## src/ima_dec_pkg.sv

```systemverilog
// ----------------------------------------------------------------------------
// ima_dec_pkg
// Shared types, constants and tables of the IMA-style ADPCM nibble decoder.
// ----------------------------------------------------------------------------
package ima_dec_pkg;

	localparam int unsigned CODE_W   = 4;
	localparam int unsigned POS_W    = 7;
	localparam int unsigned STEP_W   = 15;
	localparam int unsigned SAMPLE_W = 16;

	localparam logic [POS_W-1:0] POS_MAX = 7'd88;

	localparam logic signed [SAMPLE_W+1:0] SAMPLE_MIN = -18'sd32768;
	localparam logic signed [SAMPLE_W+1:0] SAMPLE_MAX = 18'sd32767;

	// index adjustment per code; the sign bit of the code does not matter
	localparam logic signed [4:0] POS_DELTA [0:15] = '{
		-5'sd1, -5'sd1, -5'sd1, -5'sd1, 5'sd2, 5'sd4, 5'sd6, 5'sd8,
		-5'sd1, -5'sd1, -5'sd1, -5'sd1, 5'sd2, 5'sd4, 5'sd6, 5'sd8
	};

	// step size per index
	localparam logic [STEP_W-1:0] STEP_ROM [0:88] = '{
		15'd7, 15'd8, 15'd9, 15'd10, 15'd11, 15'd12, 15'd13, 15'd14,
		15'd16, 15'd17, 15'd19, 15'd21, 15'd23, 15'd25, 15'd28, 15'd31,
		15'd34, 15'd37, 15'd41, 15'd45, 15'd50, 15'd55, 15'd60, 15'd66,
		15'd73, 15'd80, 15'd88, 15'd97, 15'd107, 15'd118, 15'd130, 15'd143,
		15'd157, 15'd173, 15'd190, 15'd209, 15'd230, 15'd253, 15'd279, 15'd307,
		15'd337, 15'd371, 15'd408, 15'd449, 15'd494, 15'd544, 15'd598, 15'd658,
		15'd724, 15'd796, 15'd876, 15'd963, 15'd1060, 15'd1166, 15'd1282,
		15'd1411, 15'd1552, 15'd1707, 15'd1878, 15'd2066, 15'd2272, 15'd2499,
		15'd2749, 15'd3024, 15'd3327, 15'd3660, 15'd4026, 15'd4428, 15'd4871,
		15'd5358, 15'd5894, 15'd6484, 15'd7132, 15'd7845, 15'd8630, 15'd9493,
		15'd10442, 15'd11487, 15'd12635, 15'd13899, 15'd15289, 15'd16818,
		15'd18500, 15'd20350, 15'd22385, 15'd24623, 15'd27086, 15'd29794,
		15'd32767
	};

	// decoder state carried from one code to the next
	typedef struct packed {
		logic [POS_W-1:0]           pos;
		logic signed [SAMPLE_W-1:0] pred;
		logic [STEP_W-1:0]          step;
	} dec_state_t;

endpackage

```

## src/ima_dec_nibble.sv

```systemverilog
// ----------------------------------------------------------------------------
// ima_dec_nibble
// Decodes one 4-bit ADPCM code: index update, difference, saturating
// predictor update and step lookup, all combinational.
// ----------------------------------------------------------------------------
module ima_dec_nibble (
	input  ima_dec_pkg::dec_state_t           st_in,
	input  logic [ima_dec_pkg::CODE_W-1:0]    code,
	output ima_dec_pkg::dec_state_t           st_out
);
	import ima_dec_pkg::*;

	logic signed [POS_W:0]      pos_sum;
	logic [POS_W-1:0]           pos_new;
	logic [SAMPLE_W-1:0]        diff;
	logic signed [SAMPLE_W+1:0] diff_s;
	logic signed [SAMPLE_W+1:0] acc;
	logic signed [SAMPLE_W-1:0] pred_new;

	// move the index and clamp it to 0..88
	always_comb begin
		pos_sum = $signed({1'b0, st_in.pos}) + (POS_W+1)'(POS_DELTA[code]);
		if (pos_sum < 0) begin
			pos_new = '0;
		end else if (pos_sum > $signed({1'b0, POS_MAX})) begin
			pos_new = POS_MAX;
		end else begin
			pos_new = pos_sum[POS_W-1:0];
		end
	end

	// build the difference from the previous step size
	always_comb begin
		diff = SAMPLE_W'(st_in.step >> 3);
		if (code[0]) diff = diff + SAMPLE_W'(st_in.step >> 2);
		if (code[1]) diff = diff + SAMPLE_W'(st_in.step >> 1);
		if (code[2]) diff = diff + SAMPLE_W'(st_in.step);
		diff_s = $signed({2'b00, diff});
		if (code[3]) diff_s = -diff_s;
	end

	// add to the predictor and saturate to 16 bits
	always_comb begin
		acc = (SAMPLE_W+2)'(st_in.pred) + diff_s;
		if (acc < SAMPLE_MIN) begin
			pred_new = SAMPLE_MIN[SAMPLE_W-1:0];
		end else if (acc > SAMPLE_MAX) begin
			pred_new = SAMPLE_MAX[SAMPLE_W-1:0];
		end else begin
			pred_new = acc[SAMPLE_W-1:0];
		end
	end

	assign st_out.pos  = pos_new;
	assign st_out.pred = pred_new;
	assign st_out.step = STEP_ROM[pos_new];

endmodule

```

## src/ima_adpcm_nibble_decoder.sv

```systemverilog
// ----------------------------------------------------------------------------
// ima_adpcm_nibble_decoder
// Decodes one packed byte of two IMA-style ADPCM codes, low nibble first,
// into two signed 16-bit samples.
//
//   channel | handshake            | payload
//   --------+----------------------+---------------------------
//   input   | in_valid / in_ready  | code_byte[7:0], first
//   output  | out_valid / out_ready| sample_a[15:0], sample_b[15:0]
//
// One byte per cycle sustained while out_ready stays high; a request passes
// through the input register and then the result register.
// Both nibbles are decoded in the cycle the input register advances, which
// is also when the decoder state is updated.
// Reset empties both registers and clears index, predictor and step size.
// A stalled result holds the input register; a new byte is still taken
// while the result register drains in the same cycle.
// ----------------------------------------------------------------------------
module ima_adpcm_nibble_decoder (
	input  logic                                     clk,
	input  logic                                     arst_n,
	input  logic                                     in_valid,
	output logic                                     in_ready,
	input  logic [7:0]                               code_byte,
	input  logic                                     first,
	output logic                                     out_valid,
	input  logic                                     out_ready,
	output logic signed [ima_dec_pkg::SAMPLE_W-1:0]  sample_a,
	output logic signed [ima_dec_pkg::SAMPLE_W-1:0]  sample_b
);
	import ima_dec_pkg::*;

	logic        valid_s1;
	logic [7:0]  byte_s1;
	logic        first_s1;
	logic        adv;

	dec_state_t  state_q;
	dec_state_t  st_base;
	dec_state_t  st_mid;
	dec_state_t  st_end;

	logic                        out_valid_q;
	logic signed [SAMPLE_W-1:0]  sample_a_q;
	logic signed [SAMPLE_W-1:0]  sample_b_q;

	// advance the input register when the result register is free
	assign adv      = valid_s1 && (!out_valid_q || out_ready);
	assign in_ready = !valid_s1 || adv;

	// hold the request in the input register
	always_ff @(posedge clk or negedge arst_n) begin
		if (!arst_n) begin
			valid_s1 <= 1'b0;
		end else if (in_ready) begin
			valid_s1 <= in_valid;
		end
	end

	always_ff @(posedge clk) begin
		if (in_ready && in_valid) begin
			byte_s1  <= code_byte;
			first_s1 <= first;
		end
	end

	// clear the state ahead of a first byte
	assign st_base = first_s1 ? '0 : state_q;

	ima_dec_nibble u_nib_lo (
		.st_in  (st_base),
		.code   (byte_s1[3:0]),
		.st_out (st_mid)
	);

	ima_dec_nibble u_nib_hi (
		.st_in  (st_mid),
		.code   (byte_s1[7:4]),
		.st_out (st_end)
	);

	// update the decoder state
	always_ff @(posedge clk or negedge arst_n) begin
		if (!arst_n) begin
			state_q <= '0;
		end else if (adv) begin
			state_q <= st_end;
		end
	end

	// load or drain the result register
	always_ff @(posedge clk or negedge arst_n) begin
		if (!arst_n) begin
			out_valid_q <= 1'b0;
		end else if (adv) begin
			out_valid_q <= 1'b1;
		end else if (out_ready) begin
			out_valid_q <= 1'b0;
		end
	end

	always_ff @(posedge clk) begin
		if (adv) begin
			sample_a_q <= st_mid.pred;
			sample_b_q <= st_end.pred;
		end
	end

	assign out_valid = out_valid_q;
	assign sample_a  = sample_a_q;
	assign sample_b  = sample_b_q;

	// index stays within the step table
	a_pos_range: assert property (@(posedge clk) disable iff (!arst_n)
		state_q.pos <= POS_MAX)
		else $error("step index beyond table");

	// an advancing request always lands in the result register
	a_adv_lands: assert property (@(posedge clk) disable iff (!arst_n)
		adv |=> out_valid_q)
		else $error("advanced request lost");

	// a held result blocks the input register from advancing
	a_hold_blocks: assert property (@(posedge clk) disable iff (!arst_n)
		(out_valid_q && !out_ready) |-> !adv)
		else $error("result overwritten while stalled");

	// state changes only when a request is decoded
	a_state_hold: assert property (@(posedge clk) disable iff (!arst_n)
		!adv |=> $stable(state_q))
		else $error("state changed without a request");

endmodule
```

## config.mk

```make
export PLATFORM = sky130hd
export DESIGN_NAME = ima_adpcm_nibble_decoder
export DESIGN_NICKNAME = d
export VERILOG_FILES = /design/src/ima_dec_pkg.sv /design/src/ima_dec_nibble.sv /design/src/ima_adpcm_nibble_decoder.sv
export SDC_FILE = /design/constraint.sdc
export NUM_CORES = 1
export LEC_CHECK = 0
export BUFFER_PORTS_ARGS = -buffer_cell sky130_fd_sc_hd__buf_2
export CAP_MARGIN = 20
export CORE_ASPECT_RATIO = 0.6
export CORE_MARGIN = 2
export CORE_UTILIZATION = 60
export CTS_CLUSTER_SIZE = 25
export DETAILED_ROUTE_END_ITERATION = 12
export GPL_TIMING_DRIVEN = 0
export PLACE_DENSITY = 0.78
export SLEW_MARGIN = 20
export SYNTH_ARGS = -nofsm -noshare
export SYNTH_HDL_FRONTEND = slang
export SYNTH_SLANG_ARGS = --single-unit
```

## constraint.sdc

```tcl
create_clock -name clk -period 15.8 [get_ports clk]
set_input_delay 1.58 -clock clk [delete_from_list [all_inputs] [get_ports clk]]
set_output_delay 1.58 -clock clk [all_outputs]
set_load 0.02 [all_outputs]
```

==> results of run 1 <==
synth_stat cells (43+ instances only):
cell type	instances
nand2_1	203
a21oi_1	175
o21ai_0	172
ha_1	159
nor2_1	147
inv_1	84
clkbuf_1	81
xnor2_1	71
nor3_1	49
a31oi_1	46
nor2b_1	46
nand3_1	45
a21o_1	43
routing by layer:
metal	vias up	global-route usage	wire length, um	share of wire
met5	-	0	13	0.00023
li1	7571	-	-	-
met2	1479	0.609	22500	0.39
met1	7962	0.616	23300	0.40
met3	216	0.184	10100	0.17
met4	2	0.109	1810	0.031
cells by family (layout without fill, tap and decap cells):
family                   Yosys count  in the layout  synth area share
AO/OA/AOI/OAI                    760            760             0.341
AND/OR/NAND/NOR                  640            640             0.214
flip-flops                        81             81             0.153
multiplexers                      32             32            0.0238
buffers and inverters            201            262            0.0539
other                              0              1                 0
XOR/XNOR                         107            107            0.0651
adder cells (fa/ha/maj)          169            169             0.150
worst paths after layout:
check                                             start                      end  slack, ps  depth (start not counted)
worst max-delay path               byte_s1[0]$_DFFE_PP_    sample_b[9]$_DFFE_PP_        310                         56
worst min-delay path            state_q[37]$_DFFE_PN0P_  state_q[37]$_DFFE_PN0P_        470                          1
worst max register to register     byte_s1[0]$_DFFE_PP_    sample_b[9]$_DFFE_PP_        310                         56
worst min register to register  state_q[37]$_DFFE_PN0P_  state_q[37]$_DFFE_PN0P_        470                          1
max in group asynchronous                        arst_n  state_q[35]$_DFFE_PN0P_      13800                          1
min in group asynchronous                        arst_n  state_q[27]$_DFFE_PN0P_       1370                          1
cell type report:
cell class | count | area [sq um]
Multi-Input combinational cell | 1708 | 11700
Fill cell | 2036 | 8370
Sequential cell | 81 | 2230
Buffer | 107 | 445
Tap cell | 322 | 403
Inverter | 92 | 345
Clock buffer | 11 | 275
Timing Repair Buffer | 47 | 258
Clock inverter | 5 | 46.3
Antenna cell | 1 | 2.50
state kept, by name, indices dropped and copies added (netlist names):
name / flops
out_valid: 1
sample_b: 16
first_s1: 1
state_q: 38
sample_a: 16
valid_s1: 1
byte_s1: 8
per-stage QoR:
stage	cells	hold slack, ps	cell area, sq um	setup TNS [ps]
3_5_place_dp	2359	458	15300	-3560
2_1_floorplan	1990	431	14600	0
5_1_grt	2373	493	15700	0
6_report	2374	469	15700	0
4_1_cts	2375	472	15600	0
3_3_place_gp	2358	449	15300	-5030
==> results by group, run 1 <==
Outcome
  – Status: finished, final reports clean

Drt
  – Average wire per standard cell: 24.3 um
  – Via/cell ratio: 7.26
  – 1st-pass router iterations: 7
  – Routed Antenna Nets: 0
  – Drt drc: 0
  – Overall routed net length: roughly 58,000 um
  – Vias: 17,230
  – First-iteration detailed-routing DRC count: roughly 3,100

Floorplanning
  – Placement Rows: 44
  – Die Span Y: 125 um
  – Boundary Pins: 47
  – Initial core utilization: 0.608
  – Chip Width: 206 um
  – Die footprint: 25,700 sq um
  – Placeable Area: 24,100 sq um

Clock tree
  – Clk Latency, worst-skew pair: 360 ps
  – Clk sinks: 81
  – CTS max path bufs: 2
  – Htree depth: 3
  – CTS Root Cell: clkbuf_16
  – Post_cts resized: 3
  – Worst-path clk slew: 70 ps
  – Postcts setup bufs: 0
  – Hold_buf cts: 0
  – CTS tree: done
  – Cts bufs inserted: 9

Synth
  – Avg Cell Area, Syn: 7.36 sq um
  – Post-Syn Nets: roughly 2,200
  – Mapped Cells: just under 2,000
  – Sequential share of the synthesized area: 0.153
  – Flops & latches, synth: 81
  – YS warnings: 0
  – FFs w/ async S/R, synth: 0.494
  – Number of synthesized flops with an enable pin: 41
  – Synth area leader: ha_1
  – Post-synth top area share: 0.136
  – Post-Syn Area: between 10,000 and 15,000 sq um
  – Top post-synthesis cells by area: ha_1 (14%), edfxtp_1 (8.4%), dfrtp_1 (6.8%)
  – Top_reg_cell synth: edfxtp_1
  – Synth cell types: 94

Timing
  – Final Hold Vio Count: 0
  – Clock Skews: roughly 10 ps
  – Final Cycle Share: 0.980
  – RSZ-0062 raised after global routing: no
  – Setup ws final: 314 ps
  – Max-slew violations: 0
  – Slew HR: 0.312
  – Worst slew pin tran: 1030 ps
  – Max Clk Rate: 0.0646 GHz
  – Crit path time final: 15,490 ps
  – # setup viols final: 0

Critical path
  – Critical-path top delay cell: nor4_4
  – Crit end category: register
  – CP startpoint kind: register
  – CP Max Fanout: 10
  – Delay-heaviest family, CP: compound AO/OA/AOI/OAI gates
  – CP arrival: 15,570 ps
  – Max stage delay on crit path: 560 ps
  – Buffers and inverters on the worst path: 6
  – Critical path class: reg2reg
  – CP required: 15,890 ps

Final layout
  – Ratio of cells with drive above 1 in the final layout: 0.0770
  – Commonest non-fill, non-tap cell in the layout: nand2_1
  – Final Util: 0.652
  – Most frequent cells in the layout: nand2_1 (203), a21oi_1 (173), o21ai_0 (168), ha_1 (159), nor2_1 (145)
  – Nets: 2,228
  – Area growth, synth to finish: 7.17%

Global routing
  – Total GRT Usage: 0.436
  – Vias in the first global route: 15,881
  – Initial antenna violation count: 0
  – Total congestion overflow: 0
  – Largest net degree at the start of global routing: 41
  – Global-route wire length before repair: between 80,000 and 90,000 um

Hold path
  – Hold Crit Class: reg2reg

Place
  – Gpl congestion: 1.07
  – DP HPWL: 44,800 um
  – IO Port Bufs: 46
  – Post-Place Worst Slack: -231 ps

Job
  – Max-cap viol count: 0
Power of run 1 is left out: the tool's default activity adds up to more than one toggle a clock period on the data nets, which glitch-free logic cannot reach.
==> run 2, diff against run 1 <==
--- a/config.mk
+++ b/config.mk
@@ -14,6 +14,7 @@
 export DETAILED_ROUTE_END_ITERATION = 12
 export GPL_TIMING_DRIVEN = 0
 export PLACE_DENSITY = 0.78
+export RECOVER_POWER = 50
 export SLEW_MARGIN = 20
 export SYNTH_ARGS = -nofsm -noshare
 export SYNTH_HDL_FRONTEND = slang
==> run 2 against run 1 <==
The flow now finishes with violations (capacitance limit, slew limit). Die area is the same. Core utilization decreased by 0.21 points. Flip-flop and latch count is the same. Sequential share of layout area is essentially flat. Final cell count is essentially flat. Critical path type unchanged.
==> results by group, run 2 (same netlist as run 1, synthesis figures left out) <==
Floorplanning
  – Die footprint: 25,700 sq um (unchanged)
  – Die Span Y: 125 um (unchanged)
  – Placement Rows: 44 (unchanged)
  – Initial core utilization: 0.608 (unchanged)
  – Boundary Pins: 47 (unchanged)
  – Placeable Area: 24,100 sq um (unchanged)
  – Chip Width: 206 um (unchanged)

Critical path
  – R2R setup slack: 330 ps (was 310 ps)
  – Crit end category: register (unchanged)
  – Beginning of the worst register-to-register path: byte_s1[0]$_DFFE_PP_ (unchanged)
  – CP startpoint kind: register (unchanged)
  – Critical-path top delay cell: o31ai_1 (was nor4_4)
  – Reg2Reg Capture Point: sample_b[9]$_DFFE_PP_ (unchanged)
  – Critical path class: reg2reg (unchanged)
  – CP required: 15,890 ps (about the same)
  – Max stage delay on crit path: 610 ps (was 560 ps)
  – CP arrival: 15,560 ps (was 15,570 ps)
  – Reg2Reg Depth: 55 (was 56)
  – CP Max Fanout: 10 (unchanged)
  – Buffers and inverters on the worst path: 7 (was 6)
  – Worst path most repeated cell: nand2_1
  – Delay-heaviest family, CP: compound AO/OA/AOI/OAI gates (unchanged)

Drt
  – Via/cell ratio: 7.27 (was 7.26)
  – Overall routed net length: 58,000 um (was 57,800 um)
  – Vias: 17,242 (was 17,230)
  – Average wire per standard cell: 24.4 um (was 24.3 um)
  – 1st-pass router iterations: 8 (was 7)
  – Routed Antenna Nets: 0 (unchanged)
  – First-iteration detailed-routing DRC count: 3,074 (was 3,088)
  – Drt drc: 0 (unchanged)

Clock tree
  – Clk Latency, worst-skew pair: 360 ps (about the same)
  – Htree depth: 3 (unchanged)
  – CTS Root Cell: clkbuf_16 (unchanged)
  – CTS max path bufs: 2 (unchanged)
  – CTS tree: done (unchanged)
  – Clk sinks: 81 (unchanged)
  – Worst-path clk slew: 70 ps (about the same)
  – Cts bufs inserted: 9 (unchanged)

Final layout
  – Commonest non-fill, non-tap cell in the layout: nand2_1 (unchanged)
  – Area growth, synth to finish: 6.82% (was 7.17%)
  – Fillers: 2,051 (was 2,036)
  – Largest Register: state_q (unchanged)
  – Final Util: 0.650 (was 0.652)
  – Non-Filler Instances: 2,373 (was 2,374)
  – Nets: 2,228 (unchanged)
  – Number of flip-flops in the largest register: 38 (unchanged)
  – Most frequent cells in the layout: nand2_1 (203), a21oi_1 (173), o21ai_0 (168), ha_1 (159), nor2_1 (145) (unchanged)
  – Ratio of cells with drive above 1 in the final layout: 0.0580 (was 0.0770)
  – Antenna Cells: 0 (was 1)

Job
  – Max-cap viol count: 1 (was 0)

Timing
  – Clock Skews: 9.58 ps (was 9.75 ps)
  – Final Hold Vio Count: 0 (unchanged)
  – Worst slew pin tran: 2300 ps (was 1030 ps)
  – RSZ-0062 raised after global routing: no (unchanged)
  – # setup viols final: 0 (unchanged)
  – Max-slew violations: 41 (was 0)
  – Slew HR: -0.533 (was 0.312)
  – Setup ws final: 335 ps (was 314 ps)
  – Max Clk Rate: 0.0647 GHz (was 0.0646 GHz)
  – Final Cycle Share: 0.979 (was 0.980)
  – Setup_tns: 0 ps (unchanged)
  – Crit path time final: 15,470 ps (was 15,490 ps)

Global routing
  – Total GRT Usage: 0.436 (unchanged)
  – Initial antenna violation count: 0 (unchanged)
  – Vias in the first global route: 15,881 (unchanged)
  – Largest net degree at the start of global routing: 41 (unchanged)
  – Total congestion overflow: 0 (unchanged)
  – Global-route wire length before repair: 88,400 um (unchanged)

Place
  – Post-Place Worst Slack: -231 ps (unchanged)
  – Gpl congestion: 1.07 (unchanged)
  – Placed cells: 2,359 (unchanged)
  – IO Port Bufs: 46 (unchanged)
  – DP HPWL: 44,800 um (unchanged)

Hold path
  – Worst hold path depth: 1 (unchanged)
  – Hold Crit Class: reg2reg (unchanged)
  – Hold Startpoint: state_q[37]$_DFFE_PN0P_ (unchanged)
  – End of the worst hold path: state_q[37]$_DFFE_PN0P_ (unchanged)

Outcome
  – Failing checks: capacitance limit, slew limit
  – Status: finished with violations (was finished, final reports clean)
==> run 2: cell count changes in the layout (fill, tap and decap cells not counted), sizes merged <==
cell and change:
buf -38, clkbuf +38, diode -1
==> run 2: how the worst max path moves through the flow <==
stage | start | to | slack [ps] | cells past startpoint
final | byte_s1[0]$_DFFE_PP_ | sample_b[9]$_DFFE_PP_ | 330 | 55
after global routing | byte_s1[0]$_DFFE_PP_ | sample_b[13]$_DFFE_PP_ | 70 | 56
after CTS | byte_s1[2]$_DFFE_PP_ | sample_b[9]$_DFFE_PP_ | 30 | 57
after detailed placement | byte_s1[2]$_DFFE_PP_ | state_q[29]$_DFFE_PN0P_ | -230 | 54
after global placement | byte_s1[2]$_DFFE_PP_ | sample_b[9]$_DFFE_PP_ | -300 | 54
after floorplan | byte_s1[2]$_DFFE_PP_ | state_q[29]$_DFFE_PN0P_ | 3550 | 52
==> run 2: repair_timing <==
item,CTS,global route
resized for setup,3,22
cloned,0,0
hold buffers,0,0
endpoints found under the setup margin,28,32
setup buffers,0,0
hold endpoints to repair,0,0
==> run 2: metrics by stage <==
step	hold slack [ps]	cell area (sq um)
floorplan	431	14600
CTS	472	15600
global route	493	15600
detailed placement	458	15300
finish	469	15600
global placement	449	15300
==> run 2: layout make-up <==
cell class                      count  area [sq um]  area share
Buffer                            107           444      0.0284
Tap cell                          322           403      0.0258
Clock buffer                       11           275      0.0176
Multi-Input combinational cell   1708         11700       0.747
Timing Repair Buffer               47           210      0.0134
Inverter                           92           345      0.0221
Clock inverter                      5          46.3     0.00296
Sequential cell                    81          2230       0.143
==> run 2: layer usage <==
layer,up-vias,GRT usage,wire (um)
met5,-,0,0
met4,0,0.109,1790
met3,224,0.184,10100
met2,1504,0.609,22600
met1,7937,0.616,23500
li1,7577,-,-
Power of run 2 is left out for the same reason.
